## src/esc_pulse_ramp_sequencer_macros.svh

```systemverilog
// assertion macros used by the esc pulse ramp sequencer rtl
`ifndef ESC_PULSE_RAMP_SEQUENCER_MACROS_SVH
`define ESC_PULSE_RAMP_SEQUENCER_MACROS_SVH

// same-cycle implication
`define EPRS_ASSERT(label, clk, rst_n, ante, cons, msg) \
	label: assert property (@(posedge clk) disable iff (!rst_n) (ante) |-> (cons)) \
		else $error(msg);

// next-cycle implication
`define EPRS_ASSERT_NEXT(label, clk, rst_n, ante, cons, msg) \
	label: assert property (@(posedge clk) disable iff (!rst_n) (ante) |=> (cons)) \
		else $error(msg);

`endif

```

## src/esc_prs_pkg.sv

```systemverilog
// types, constants and helpers for the esc pulse ramp sequencer
`timescale 1ns / 1ps
`default_nettype none

package esc_prs_pkg;

	localparam int unsigned PW_W       = 12;
	localparam int unsigned STEP_W     = 10;
	localparam int unsigned HOLD_W     = 16;
	localparam int unsigned SPEED_W    = 12;
	localparam int unsigned REQ_W      = 2;
	localparam int unsigned CFG_IDX_W  = 3;
	localparam int unsigned CFG_DATA_W = 16;

	typedef logic [REQ_W-1:0] req_t;

	localparam req_t REQ_FWD  = 2'd0;
	localparam req_t REQ_STOP = 2'd1;
	localparam req_t REQ_BACK = 2'd2;
	localparam req_t REQ_TICK = 2'd3;

	localparam logic [CFG_IDX_W-1:0] CFG_RAMP_STEP = 3'd0;
	localparam logic [CFG_IDX_W-1:0] CFG_NEUTRAL   = 3'd1;
	localparam logic [CFG_IDX_W-1:0] CFG_FWD_MIN   = 3'd2;
	localparam logic [CFG_IDX_W-1:0] CFG_FWD_MAX   = 3'd3;
	localparam logic [CFG_IDX_W-1:0] CFG_FLOOR     = 3'd4;
	localparam logic [CFG_IDX_W-1:0] CFG_CEILING   = 3'd5;
	localparam logic [CFG_IDX_W-1:0] CFG_HOLD      = 3'd6;

	localparam logic [STEP_W-1:0] RST_RAMP_STEP = 10'd20;
	localparam logic [PW_W-1:0]   RST_NEUTRAL   = 12'd1500;
	localparam logic [PW_W-1:0]   RST_FWD_MIN   = 12'd1300;
	localparam logic [PW_W-1:0]   RST_FWD_MAX   = 12'd1700;
	localparam logic [PW_W-1:0]   RST_FLOOR     = 12'd1000;
	localparam logic [PW_W-1:0]   RST_CEILING   = 12'd2000;
	localparam logic [HOLD_W-1:0] RST_HOLD      = 16'd50;

	localparam logic [9:0]  SPEED_MAX = 10'd1000;
	localparam logic [10:0] SPEED_OFS = 11'd1000;
	localparam logic signed [13:0] BRAKE_OFS = 14'sd50;

	// x / 125 == (x * DIV_RECIP) >> DIV_SHIFT, exact for x below 6.1e6
	localparam logic [19:0] DIV_RECIP = 20'd536871;
	localparam int unsigned DIV_SHIFT = 26;

	typedef struct packed {
		logic [STEP_W-1:0] ramp_step;
		logic [PW_W-1:0]   neutral;
		logic [PW_W-1:0]   fwd_min;
		logic [PW_W-1:0]   fwd_max;
		logic [PW_W-1:0]   floor_pw;
		logic [PW_W-1:0]   ceil_pw;
		logic [HOLD_W-1:0] hold_ticks;
	} cfg_t;

	typedef struct packed {
		req_t            req;
		logic [PW_W-1:0] target;
	} tgt_word_t;

	// below lo gives lo, else above hi gives hi
	function automatic logic [PW_W-1:0] clamp_pulse(input logic signed [13:0] v,
		input logic [PW_W-1:0] lo, input logic [PW_W-1:0] hi);
		logic [PW_W-1:0] r;
		if (v < $signed({2'b00, lo})) begin
			r = lo;
		end else if (v > $signed({2'b00, hi})) begin
			r = hi;
		end else begin
			r = v[PW_W-1:0];
		end
		return r;
	endfunction

endpackage

`default_nettype wire

```

## src/esc_prs_cfg.sv

```systemverilog
// configuration register file
`timescale 1ns / 1ps
`default_nettype none

module esc_prs_cfg (
	input  wire                                    clk,
	input  wire                                    arst_n,
	input  wire                                    cfg_we,
	input  wire  [esc_prs_pkg::CFG_IDX_W-1:0]      cfg_addr,
	input  wire  [esc_prs_pkg::CFG_DATA_W-1:0]     cfg_wdata,
	output esc_prs_pkg::cfg_t                      cfg
);

	esc_prs_pkg::cfg_t cfg_q;

	always_ff @(posedge clk or negedge arst_n) begin
		if (!arst_n) begin
			cfg_q.ramp_step  <= esc_prs_pkg::RST_RAMP_STEP;
			cfg_q.neutral    <= esc_prs_pkg::RST_NEUTRAL;
			cfg_q.fwd_min    <= esc_prs_pkg::RST_FWD_MIN;
			cfg_q.fwd_max    <= esc_prs_pkg::RST_FWD_MAX;
			cfg_q.floor_pw   <= esc_prs_pkg::RST_FLOOR;
			cfg_q.ceil_pw    <= esc_prs_pkg::RST_CEILING;
			cfg_q.hold_ticks <= esc_prs_pkg::RST_HOLD;
		end else if (cfg_we) begin
			unique case (cfg_addr)
				esc_prs_pkg::CFG_RAMP_STEP: begin
					cfg_q.ramp_step <= cfg_wdata[esc_prs_pkg::STEP_W-1:0];
				end
				esc_prs_pkg::CFG_NEUTRAL: begin
					cfg_q.neutral <= cfg_wdata[esc_prs_pkg::PW_W-1:0];
				end
				esc_prs_pkg::CFG_FWD_MIN: begin
					cfg_q.fwd_min <= cfg_wdata[esc_prs_pkg::PW_W-1:0];
				end
				esc_prs_pkg::CFG_FWD_MAX: begin
					cfg_q.fwd_max <= cfg_wdata[esc_prs_pkg::PW_W-1:0];
				end
				esc_prs_pkg::CFG_FLOOR: begin
					cfg_q.floor_pw <= cfg_wdata[esc_prs_pkg::PW_W-1:0];
				end
				esc_prs_pkg::CFG_CEILING: begin
					cfg_q.ceil_pw <= cfg_wdata[esc_prs_pkg::PW_W-1:0];
				end
				esc_prs_pkg::CFG_HOLD: begin
					cfg_q.hold_ticks <= cfg_wdata[esc_prs_pkg::HOLD_W-1:0];
				end
				default: begin
				end
			endcase
		end
	end

	assign cfg = cfg_q;

endmodule

`default_nettype wire

```

## src/esc_prs_target.sv

```systemverilog
// speed to target pulse mapping, three pipeline stages
`timescale 1ns / 1ps
`default_nettype none

module esc_prs_target (
	input  wire                                        clk,
	input  wire                                        arst_n,
	input  esc_prs_pkg::cfg_t                          cfg,
	input  wire                                        in_valid,
	output logic                                       in_ready,
	input  esc_prs_pkg::req_t                          in_req,
	input  wire  signed [esc_prs_pkg::SPEED_W-1:0]     in_speed,
	output logic                                       out_valid,
	input  wire                                        out_ready,
	output esc_prs_pkg::tgt_word_t                     out_word
);

	logic                                   v_s1;
	esc_prs_pkg::req_t                      req_s1;
	logic signed [esc_prs_pkg::SPEED_W-1:0] speed_s1;
	logic                                   v_s2;
	esc_prs_pkg::req_t                      req_s2;
	logic signed [23:0]                     prod_s2;
	logic                                   v_s3;
	esc_prs_pkg::tgt_word_t                 word_s3;

	logic               s2_rdy;
	logic               s3_rdy;
	logic [9:0]         spd_sat;
	logic [10:0]        span;
	logic signed [12:0] diff;
	logic signed [24:0] prod_full;
	logic               neg;
	logic [23:0]        mag_w;
	logic [18:0]        x_div;
	logic [38:0]        q_full;
	logic [11:0]        quot;
	logic signed [13:0] q_signed;
	logic signed [13:0] tsum;
	logic [11:0]        target;

	assign s3_rdy   = !v_s3 || out_ready;
	assign s2_rdy   = !v_s2 || s3_rdy;
	assign in_ready = !v_s1 || s2_rdy;

	// stage 1: saturate speed, span * (max - min)
	always_comb begin
		if (speed_s1 < 0) begin
			spd_sat = '0;
		end else if (speed_s1 > $signed({2'b00, esc_prs_pkg::SPEED_MAX})) begin
			spd_sat = esc_prs_pkg::SPEED_MAX;
		end else begin
			spd_sat = speed_s1[9:0];
		end
		span      = {1'b0, spd_sat} + esc_prs_pkg::SPEED_OFS;
		diff      = $signed({1'b0, cfg.fwd_max}) - $signed({1'b0, cfg.fwd_min});
		prod_full = $signed({1'b0, span}) * diff;
	end

	// stage 2: divide by 2000 toward zero, add min, clamp to min..max
	always_comb begin
		neg      = prod_s2[23];
		mag_w    = neg ? (24'd0 - prod_s2) : prod_s2;
		x_div    = mag_w[22:4];
		q_full   = {20'd0, x_div} * {19'd0, esc_prs_pkg::DIV_RECIP};
		quot     = q_full[esc_prs_pkg::DIV_SHIFT+11:esc_prs_pkg::DIV_SHIFT];
		q_signed = neg ? -$signed({2'b00, quot}) : $signed({2'b00, quot});
		tsum     = $signed({2'b00, cfg.fwd_min}) + q_signed;
		target   = esc_prs_pkg::clamp_pulse(tsum, cfg.fwd_min, cfg.fwd_max);
	end

	always_ff @(posedge clk or negedge arst_n) begin
		if (!arst_n) begin
			v_s1 <= 1'b0;
			v_s2 <= 1'b0;
			v_s3 <= 1'b0;
		end else begin
			if (in_ready) begin
				v_s1 <= in_valid;
			end
			if (s2_rdy) begin
				v_s2 <= v_s1;
			end
			if (s3_rdy) begin
				v_s3 <= v_s2;
			end
		end
	end

	always_ff @(posedge clk) begin
		if (in_ready && in_valid) begin
			req_s1   <= in_req;
			speed_s1 <= in_speed;
		end
		if (s2_rdy && v_s1) begin
			req_s2  <= req_s1;
			prod_s2 <= prod_full[23:0];
		end
		if (s3_rdy && v_s2) begin
			word_s3.req    <= req_s2;
			word_s3.target <= target;
		end
	end

	assign out_valid = v_s3;
	assign out_word  = word_s3;

endmodule

`default_nettype wire

```

## src/esc_prs_seq.sv

```systemverilog
// held pulse, reverse entry sequencer and output register
`timescale 1ns / 1ps
`default_nettype none

`include "esc_pulse_ramp_sequencer_macros.svh"

module esc_prs_seq (
	input  wire                                clk,
	input  wire                                arst_n,
	input  esc_prs_pkg::cfg_t                  cfg,
	input  wire                                in_valid,
	output logic                               in_ready,
	input  esc_prs_pkg::tgt_word_t             in_word,
	output logic                               out_valid,
	input  wire                                out_ready,
	output logic [esc_prs_pkg::PW_W-1:0]       out_pulse,
	output logic                               out_busy,
	output logic                               out_accepted
);

	localparam logic [1:0] PH_IDLE    = 2'd0;
	localparam logic [1:0] PH_NEUTRAL = 2'd1;
	localparam logic [1:0] PH_BRAKE   = 2'd2;
	localparam logic [1:0] PH_REENTRY = 2'd3;

	logic [esc_prs_pkg::PW_W-1:0]   held_q;
	logic [1:0]                     phase_q;
	logic [esc_prs_pkg::HOLD_W-1:0] cnt_q;
	logic                           out_valid_q;
	logic [esc_prs_pkg::PW_W-1:0]   out_pulse_q;
	logic                           out_busy_q;
	logic                           out_acc_q;

	logic                           load;
	logic [esc_prs_pkg::PW_W-1:0]   held_n;
	logic [1:0]                     phase_n;
	logic [esc_prs_pkg::HOLD_W-1:0] cnt_n;
	logic [esc_prs_pkg::HOLD_W-1:0] cnt_inc;
	logic                           acc;
	logic                           wr;
	logic signed [13:0]             wv;
	logic [12:0]                    up_sum;
	logic [12:0]                    up_next;
	logic [11:0]                    dn_base;
	logic [11:0]                    dn_next;

	assign in_ready = !out_valid_q || out_ready;
	assign load     = in_valid && in_ready;
	assign cnt_inc  = cnt_q + 1'b1;

	// ramp toward target, one step at most
	always_comb begin
		up_sum  = {1'b0, held_q} + {3'b000, cfg.ramp_step};
		up_next = (up_sum > {1'b0, in_word.target}) ? {1'b0, in_word.target} : up_sum;
		dn_base = (held_q > {2'b00, cfg.ramp_step}) ?
			(held_q - {2'b00, cfg.ramp_step}) : cfg.floor_pw;
		dn_next = (dn_base < in_word.target) ? in_word.target : dn_base;
	end

	always_comb begin
		phase_n = phase_q;
		cnt_n   = cnt_q;
		acc     = 1'b1;
		wr      = 1'b0;
		wv      = '0;
		if (in_word.req == esc_prs_pkg::REQ_TICK) begin
			if (phase_q != PH_IDLE) begin
				cnt_n = cnt_inc;
				if (cnt_inc >= cfg.hold_ticks) begin
					cnt_n = '0;
					wr    = 1'b1;
					unique case (phase_q)
						PH_NEUTRAL: begin
							wv      = $signed({2'b00, cfg.fwd_min}) - esc_prs_pkg::BRAKE_OFS;
							phase_n = PH_BRAKE;
						end
						PH_BRAKE: begin
							wv      = $signed({2'b00, cfg.neutral});
							phase_n = PH_REENTRY;
						end
						PH_REENTRY: begin
							wv      = $signed({2'b00, cfg.fwd_min});
							phase_n = PH_IDLE;
						end
						PH_IDLE: begin
							wr = 1'b0;
						end
					endcase
				end
			end
		end else if (phase_q != PH_IDLE) begin
			acc = 1'b0;
		end else begin
			unique case (in_word.req)
				esc_prs_pkg::REQ_FWD: begin
					if (in_word.target > held_q) begin
						wr = 1'b1;
						wv = $signed({1'b0, up_next});
					end else if (in_word.target < held_q) begin
						wr = 1'b1;
						wv = $signed({2'b00, dn_next});
					end
				end
				esc_prs_pkg::REQ_STOP: begin
					wr = 1'b1;
					wv = $signed({2'b00, cfg.neutral});
				end
				esc_prs_pkg::REQ_BACK: begin
					wr      = 1'b1;
					wv      = $signed({2'b00, cfg.neutral});
					phase_n = PH_NEUTRAL;
					cnt_n   = '0;
				end
				esc_prs_pkg::REQ_TICK: begin
					acc = 1'b1;
				end
			endcase
		end
		held_n = wr ? esc_prs_pkg::clamp_pulse(wv, cfg.floor_pw, cfg.ceil_pw) : held_q;
	end

	always_ff @(posedge clk or negedge arst_n) begin
		if (!arst_n) begin
			held_q      <= esc_prs_pkg::RST_NEUTRAL;
			phase_q     <= PH_IDLE;
			cnt_q       <= '0;
			out_valid_q <= 1'b0;
		end else begin
			if (load) begin
				held_q  <= held_n;
				phase_q <= phase_n;
				cnt_q   <= cnt_n;
			end
			if (in_ready) begin
				out_valid_q <= in_valid;
			end
		end
	end

	always_ff @(posedge clk) begin
		if (load) begin
			out_pulse_q <= held_n;
			out_busy_q  <= (phase_n != PH_IDLE);
			out_acc_q   <= acc;
		end
	end

	assign out_valid    = out_valid_q;
	assign out_pulse    = out_pulse_q;
	assign out_busy     = out_busy_q;
	assign out_accepted = out_acc_q;

	`EPRS_ASSERT(a_reject_only_busy, clk, arst_n, out_valid_q && !out_acc_q, out_busy_q,
		"rejected word while idle")
	`EPRS_ASSERT(a_idle_count_clear, clk, arst_n, phase_q == PH_IDLE, cnt_q == '0,
		"tick count left over while idle")
	`EPRS_ASSERT_NEXT(a_state_on_load, clk, arst_n, !load,
		$stable({held_q, phase_q, cnt_q}), "state moved without a word")
	`EPRS_ASSERT_NEXT(a_seq_entry, clk, arst_n, load && phase_q == PH_IDLE,
		phase_q == PH_IDLE || phase_q == PH_NEUTRAL, "sequence entered past its first phase")

endmodule

`default_nettype wire

```

## src/esc_pulse_ramp_sequencer.sv

```systemverilog
// esc pulse ramp sequencer top level
//
//  channel    dir  tdata (low bit up)                      tuser       words
//  s_axis     in   speed[11:0] signed, 4'b0                 req_type    1 per cycle if ready
//  m_axis     out  pulse_width[11:0], sequence_busy,        -           1 per word in
//                  accepted, 2'b0
//  cfg        in   cfg_we, cfg_addr (register index), cfg_wdata
//
// an accepted word travels to m_axis through three mapping stages
// (speed saturate and multiply, divide by 2000 and clamp, target register) then
// the state update into the output register; one word per cycle when not stalled.
// arst_n clears all valid flags, the held pulse to 1500, the sequence to idle and
// the configuration to its defaults. a stall on m_axis holds the pipeline; stages
// left empty still take new words.
`timescale 1ns / 1ps
`default_nettype none

module esc_pulse_ramp_sequencer (
	input  wire                                    clk,
	input  wire                                    arst_n,
	input  wire                                    s_axis_tvalid,
	output logic                                   s_axis_tready,
	input  wire  [15:0]                            s_axis_tdata,  // speed[11:0], pad
	input  wire  [esc_prs_pkg::REQ_W-1:0]          s_axis_tuser,  // req_type[1:0]
	output logic                                   m_axis_tvalid,
	input  wire                                    m_axis_tready,
	output logic [15:0]                            m_axis_tdata,  // pulse_width, busy, accepted
	input  wire                                    cfg_we,
	input  wire  [esc_prs_pkg::CFG_IDX_W-1:0]      cfg_addr,
	input  wire  [esc_prs_pkg::CFG_DATA_W-1:0]     cfg_wdata
);

	esc_prs_pkg::cfg_t      cfg;
	esc_prs_pkg::tgt_word_t tgt_word;
	logic                   tgt_valid;
	logic                   tgt_ready;
	logic [esc_prs_pkg::PW_W-1:0] pulse;
	logic                   busy;
	logic                   accepted;

	esc_prs_cfg u_cfg (
		.clk       (clk),
		.arst_n    (arst_n),
		.cfg_we    (cfg_we),
		.cfg_addr  (cfg_addr),
		.cfg_wdata (cfg_wdata),
		.cfg       (cfg)
	);

	esc_prs_target u_target (
		.clk       (clk),
		.arst_n    (arst_n),
		.cfg       (cfg),
		.in_valid  (s_axis_tvalid),
		.in_ready  (s_axis_tready),
		.in_req    (s_axis_tuser),
		.in_speed  ($signed(s_axis_tdata[esc_prs_pkg::SPEED_W-1:0])),
		.out_valid (tgt_valid),
		.out_ready (tgt_ready),
		.out_word  (tgt_word)
	);

	esc_prs_seq u_seq (
		.clk          (clk),
		.arst_n       (arst_n),
		.cfg          (cfg),
		.in_valid     (tgt_valid),
		.in_ready     (tgt_ready),
		.in_word      (tgt_word),
		.out_valid    (m_axis_tvalid),
		.out_ready    (m_axis_tready),
		.out_pulse    (pulse),
		.out_busy     (busy),
		.out_accepted (accepted)
	);

	assign m_axis_tdata = {2'b00, accepted, busy, pulse};

endmodule

`default_nettype wire

```

## config.mk

```make
export PLATFORM = sky130hd
export DESIGN_NAME = esc_pulse_ramp_sequencer
export DESIGN_NICKNAME = d
export VERILOG_FILES = /design/src/esc_prs_pkg.sv /design/src/esc_prs_cfg.sv /design/src/esc_prs_target.sv /design/src/esc_prs_seq.sv /design/src/esc_pulse_ramp_sequencer.sv
export VERILOG_INCLUDE_DIRS = /design/src /design/src/src
export SDC_FILE = /design/constraint.sdc
export NUM_CORES = 1
export LEC_CHECK = 0
export ABC_AREA = 0
export BUFFER_PORTS_ARGS = -buffer_cell sky130_fd_sc_hd__buf_2
export CAP_MARGIN = 15
export CORE_AREA = 2 2 251 253
export DETAILED_ROUTE_END_ITERATION = 7
export DIE_AREA = 0 0 253 255
export HOLD_SLACK_MARGIN = 0.06
export PLACE_DENSITY = 0.63
export SLEW_MARGIN = 15
export SYNTH_ARGS = -nofsm -noshare
export SYNTH_HDL_FRONTEND = slang
export SYNTH_SLANG_ARGS = --single-unit
```

## constraint.sdc

```tcl
create_clock -name clk -period 16.1 [get_ports clk]
set_input_delay 3.22 -clock clk [delete_from_list [all_inputs] [get_ports clk]]
set_output_delay 3.22 -clock clk [all_outputs]
set_load 0.1 [all_outputs]
```

Word level (Yosys, flattened, before mapping). Index checks and enable logic that the tools add are counted.

Logic and storage cells: 127. Memory bits (read-only): 0. Register bits after elaboration: 188. Output and inout port bits: 18. Memories: 0. Latch bits: 0. RAM bits: 0. Input bits: 42.

$lt $le $gt $ge: 12. Shift operators: 0. $mul: 2. Add/subtract/negate cells: 9. Reduce and logical (&&, ||, !) cells: 27. Bitwise operators: 0. Equal/unequal tests: 14. Div/mod/pow operators: 0. Mux-type cells: 40.

Operators with widths (count): 12-bit two-way mux (8); 14-bit two-way mux (6); 16-bit two-way mux (5); 14-bit one-hot mux with 3 select lines (1); 19-bit by 20-bit multiplier with 38-bit output (second input constant) (1); 14-bit by 13-bit greater-than comparator with 1-bit output (2); 14-bit by 13-bit less-than comparator with 1-bit output (2); 14-bit one-hot mux with 2 select lines (1); 12-bit less-than comparator (2); 12-bit by 13-bit multiplier with 24-bit output (1); 23-bit two-way mux (1); 1-bit by 23-bit subtractor with 23-bit output (first input constant) (1); 10-bit two-way mux (2); 16-bit by 1-bit adder with 16-bit output (second input constant) (1); 16-bit greater-or-equal comparator (1); 13-bit by 14-bit adder with 14-bit output (1); 12-bit negator with 14-bit output (1); 2-bit AND reduction (7); 12-bit by 10-bit adder with 13-bit output (1); 13-bit by 12-bit greater-than comparator with 1-bit output (1); 13-bit two-way mux (1); 12-bit by 12-bit subtractor with 13-bit output (1); 12-bit by 6-bit subtractor with 13-bit output (second input constant) (1); 12-bit by 10-bit greater-than comparator with 1-bit output (1); 24 further kinds (54).

Longest topological paths before layout.
Word-level depth: 13. Depth in mapped cells: 52. Gate-level depth less buffers: 51.

Modules after synthesis. A second synthesis with hierarchy kept.

Cells, all modules: 2694. Area, all modules: 25458.2 um^2.

By module, submodules not included: esc_prs_target (cells each 1635, area each 15049.4 um^2, times used 1); esc_prs_seq (cells each 868, area each 6920.4 um^2, times used 1); esc_prs_cfg (cells each 186, area each 3454.6 um^2, times used 1); esc_pulse_ramp_sequencer (cells each 5, area each 33.8 um^2, times used 1).

Worst setup path after synthesis. OpenSTA, ideal clock, no wires.

Path kind: register to register. From: reg u_target.prod_s2[3]. To: reg u_target.word_s3 (netlist bit u_target.out_word[1]) (data pin). Library setup time: 0.266 ns. Required time: 15.834 ns. Data arrival time: 10.942 ns. Cell stages (with the launch flop): 49. Setup slack: 4.892 ns. Buffers on the path: 1. Cells stage by stage: edfxtp_1 -> or4_4 -> or3_4 -> nand4b_4 -> or3_4 -> o31ai_1 -> xnor2_1 -> ha_1 -> ha_1 -> inv_1 -> fa_1 -> fa_1 -> fa_1 -> inv_1 -> fa_1 -> inv_1 -> fa_1 -> inv_1 -> (+13 left out) -> xnor2_1 -> ha_1 -> a21o_1 -> a21oi_1 -> o21ai_0 -> nor2_1 -> o21ai_0 -> xor2_1 -> ha_1 -> nand2_1 -> nor4_1 -> or3_1 -> nand3_1 -> o221a_2 -> nand2_2 -> buf_2 -> mux2i_1 -> mux2i_1.

Cells in the longest elaborated chain, start to end: 9. Elaborated cells between the ends (all ways): 10.

Ends and longest elaborated chain: from (decl) (RTL line esc_prs_target.sv:23) `logic signed [23:0] prod_s2;`; from (signal assigned) (RTL line esc_prs_target.sv:97) `prod_s2 <= prod_full[23:0];`; 1-bit by 23-bit subtractor with 23-bit output (*) (RTL line esc_prs_target.sv:63) `mag_w = neg ? (24'd0 - prod_s2) : prod_s2;`; 23-bit two-way mux (*) (RTL line esc_prs_target.sv:63); 19-bit by 20-bit multiplier with 38-bit output (*) (RTL line esc_prs_target.sv:65) `q_full = {20'd0, x_div} * {19'd0, esc_prs_pkg::DIV_RECIP};`; 12-bit negator with 14-bit output (RTL line esc_prs_target.sv:67) `q_signed = neg ? -$signed({2'b00, quot}) : $signed({2'b00, quot});`; 14-bit two-way mux (*) (RTL line esc_prs_target.sv:67); 13-bit by 14-bit adder with 14-bit output (*) (RTL line esc_prs_target.sv:68) `tsum = $signed({2'b00, cfg.fwd_min}) + q_signed;`; 14-bit by 13-bit greater-than comparator with 1-bit output (RTL line esc_prs_pkg.sv:67) `end else if (v > $signed({2'b00, hi})) begin`; 12-bit two-way mux (RTL line esc_prs_pkg.sv:67); 12-bit two-way mux (*) (RTL line esc_prs_pkg.sv:65) `if (v < $signed({2'b00, lo})) begin`; via u_target.target[1] (RTL line esc_prs_target.sv:40) `logic [11:0] target;`; to (decl) (RTL line esc_prs_target.sv:25) `esc_prs_pkg::tgt_word_t word_s3;`.

The timed path passes the listed nets; every way through them passes the cells marked *. A chain may end at the register's enable or synchronous reset.

Worst setup path after layout.
From: reg u_target.prod_s2[1]. To: reg u_target.word_s3 (netlist bit u_target.out_word[3]) (data pin).

The elaborated chain is that of the path after synthesis.

==> impl_metrics.env <==
export IMPL_cp_top_family="adder cells"
export IMPL_worst_path_buf_inv=6
export IMPL_track_usage_pct=19.6
export IMPL_port_buffers=53
export IMPL_rsz0062_at_grt="no"
export IMPL_syn_inst=2658
export IMPL_fin_nets=3324
export IMPL_startpoint="u_target.prod_s2[1]$_DFFE_PP_"
export IMPL_arrival_ns=13.09
export IMPL_grt_max_degree=62
export IMPL_cpPeakStageDelay_ns=0.56
export IMPL_maxCapViolCount=0
export IMPL_io_pins=60
export IMPL_grt_pass1_vias=18500
export IMPL_numCtsBuffers=17
export IMPL_syn_cell_area_um2=24500
export IMPL_dpl_instance_area_um2=25700
export IMPL_worst_path_max_fanout=12
export IMPL_syn_avg_cell_area_um2=9.21
export IMPL_clkSlewWorstSetupHoldPaths_ns=0.08
export IMPL_clock_path_buffers=2
export IMPL_drtIter0Drc=1120
export IMPL_yosysSeqAreaShare_pct=20.8
export IMPL_endpoint_kind="register"
export IMPL_grt_use_met1_pct=26.8
export IMPL_place_congestion=0.946
export IMPL_cts_max_level=4
export IMPL_worst_path_most_repeated_cell="ha_1"
export IMPL_synth_most_common_cell="inv_1"
export IMPL_synth_top_area_share_pct=19.1
export IMPL_fin_area_um2=26300
export IMPL_routed_wl_mm=60.2
export IMPL_slowest_stage="or4_4"
export IMPL_layout_min_cycle_time_ns=12.84
export IMPL_rows=92
export IMPL_finalSetupViolCount=0
export IMPL_cts_setup_buffers=0
export IMPL_ctsHoldBuffers=0
export IMPL_synth_edf_count=68
export IMPL_use_met2_pct=32.6
export IMPL_grt_overflow=0
export IMPL_dieArea_um2=64500
export IMPL_ctsResizeCount=0
export IMPL_initial_core_util_pct=39.4
export IMPL_vias=18400
export IMPL_cp_required_ns=16.34
export IMPL_r2r_setup_slack_ns=3.26
export IMPL_drc=0
export IMPL_wl_per_cell_um=17.2
export IMPL_maxSlewViolCount=0
export IMPL_ys_types=92
export IMPL_outcome="finished, final reports clean"
export IMPL_synth_ff_type="dfrtp_1"
export IMPL_busiest_layer="met2"
export IMPL_cts_tree="yes"
export IMPL_diodes=0
export IMPL_drtPass1Iterations=7
export IMPL_core_area_um2=62200
export IMPL_die_h_um=255
export IMPL_antenna_left=0
export IMPL_min_period_over_period_pct=79.8
export IMPL_finalHoldViolations=0
export IMPL_tns_ns=0
export IMPL_cts_root_buffer="clkbuf_16"
export IMPL_max_freq_mhz=77.9
export IMPL_grt_pass1_wl_mm=99.4
export IMPL_clock_latency_ns=0.47
export IMPL_finalClockSkew_ns=0.0306
export IMPL_via_per_inst=5.24
export IMPL_synth_warnings=0
export IMPL_area_delta_synth_final_pct=7.38
export IMPL_crit_path_start_kind="register"
export IMPL_r2r_start="u_target.prod_s2[1]$_DFFE_PP_"
export IMPL_crit_type="register to register"
export IMPL_synthTopCellsByArea="ha_1 19%, fa_1 17%, edfxtp_1 8.3%"
export IMPL_use_met3_pct=2.58
export IMPL_synth_largest_area_cell="ha_1"
export IMPL_die_w_um=253
export IMPL_hold_start="u_target.req_s1[1]$_DFFE_PP_"
export IMPL_drive_gt1_share_pct=9.64
export IMPL_ys_ff_latch=188
export IMPL_async_flop_share_pct=63.8
export IMPL_place_hpwl_mm=49.2
export IMPL_hold_path_class="register to register"
export IMPL_netlist_top_cells_count="495 x inv_1, 373 x ha_1, 214 x fa_1, 214 x nand2_1, 172 x nor2_1"
export IMPL_clock_sinks=188
export IMPL_antenna_found_initial=0
export IMPL_relSlewSlack_pct=19.8
export IMPL_worst_slew_pin_slew_ns=1.19
-- final timing paths --
check | endpoint | cells past startpoint
worst max-delay path | u_target.out_word[3]$_DFFE_PP_ | 48
min in group asynchronous | u_cfg.cfg[0]$_DFFE_PN0P_ | 1
worst max register to register | u_target.out_word[3]$_DFFE_PP_ | 48
worst min-delay path | u_target.req_s2[1]$_DFFE_PP_ | 0
max in group asynchronous | u_seq.held_q[5]$_DFFE_PN0P_ | 2
worst min register to register | u_target.req_s2[1]$_DFFE_PP_ | 0
-- sequential cells by signal, indices dropped and copies added, names as in the netlist --
name,flops
u_target.out_valid,1
u_target.speed_s1,12
u_seq.out_accepted,1
u_target.v_s1,1
u_seq.phase_q,2
u_target.out_word,14
u_target.v_s2,1
u_cfg.cfg,86
u_seq.out_busy,1
u_target.prod_s2,24
u_seq.out_pulse,12
u_seq.held_q,12
u_seq.out_valid,1
u_target.req_s2,2
u_target.req_s1,2
u_seq.cnt_q,16
-- routing by layer --
layer	wire (µm)	vias up
met1	28100	8968
met2	28200	398
met4	1320	0
li1	-	8929
met3	2590	71
met5	0	-
-- cells in the final DEF (no fill, tap or decap), types with 68 or more instances in the layout --
| master | count |
|---|---|
| nor2_1 | 172 |
| dfrtp_1 | 80 |
| o21ai_0 | 131 |
| edfxtp_1 | 68 |
| ha_1 | 373 |
| a21oi_1 | 105 |
| inv_1 | 495 |
| fa_1 | 214 |
| nand2_1 | 214 |
| mux2_2 | 69 |
| xnor2_1 | 88 |
-- logic make-up after synthesis --
kind of cell / after synthesis / share of synthesized area (%)
other: 1 / 0.0153
XOR/XNOR: 119 / 4.36
AND/OR/NAND/NOR: 638 / 12.4
AO/OA/AOI/OAI: 450 / 11.9
adder cells (fa/ha/maj): 588 / 36.6
flip-flops: 188 / 20.8
buffers and inverters: 553 / 8.58
multiplexers: 121 / 5.33
-- cell type report --
cell class,instances,area (µm²)
fill,6175,35900
clock buffer,18,429
timing repair buffer,74,425
clock inverter,14,156
tap,799,1000
inverter,496,1860
multi-input combinational,1918,17300
sequential,188,5090
-- through the flow --
stage / setup WS [ns] / util (%) / std cells / hold slack [ns]
floorplan: 4.89 / - / 2659 / 0.400
global placement: 3.48 / 41.3 / 3474 / 0.400
detailed placement: 3.42 / 41.3 / 3475 / 0.405
CTS: 3.37 / 42.3 / 3507 / 0.421
global route: 2.28 / 42.3 / 3507 / 0.425
finish: 3.26 / 42.3 / 3507 / 0.419
Power is left out: the tool's default activity adds up to more than one toggle a clock period on the data nets, which glitch-free logic cannot reach.
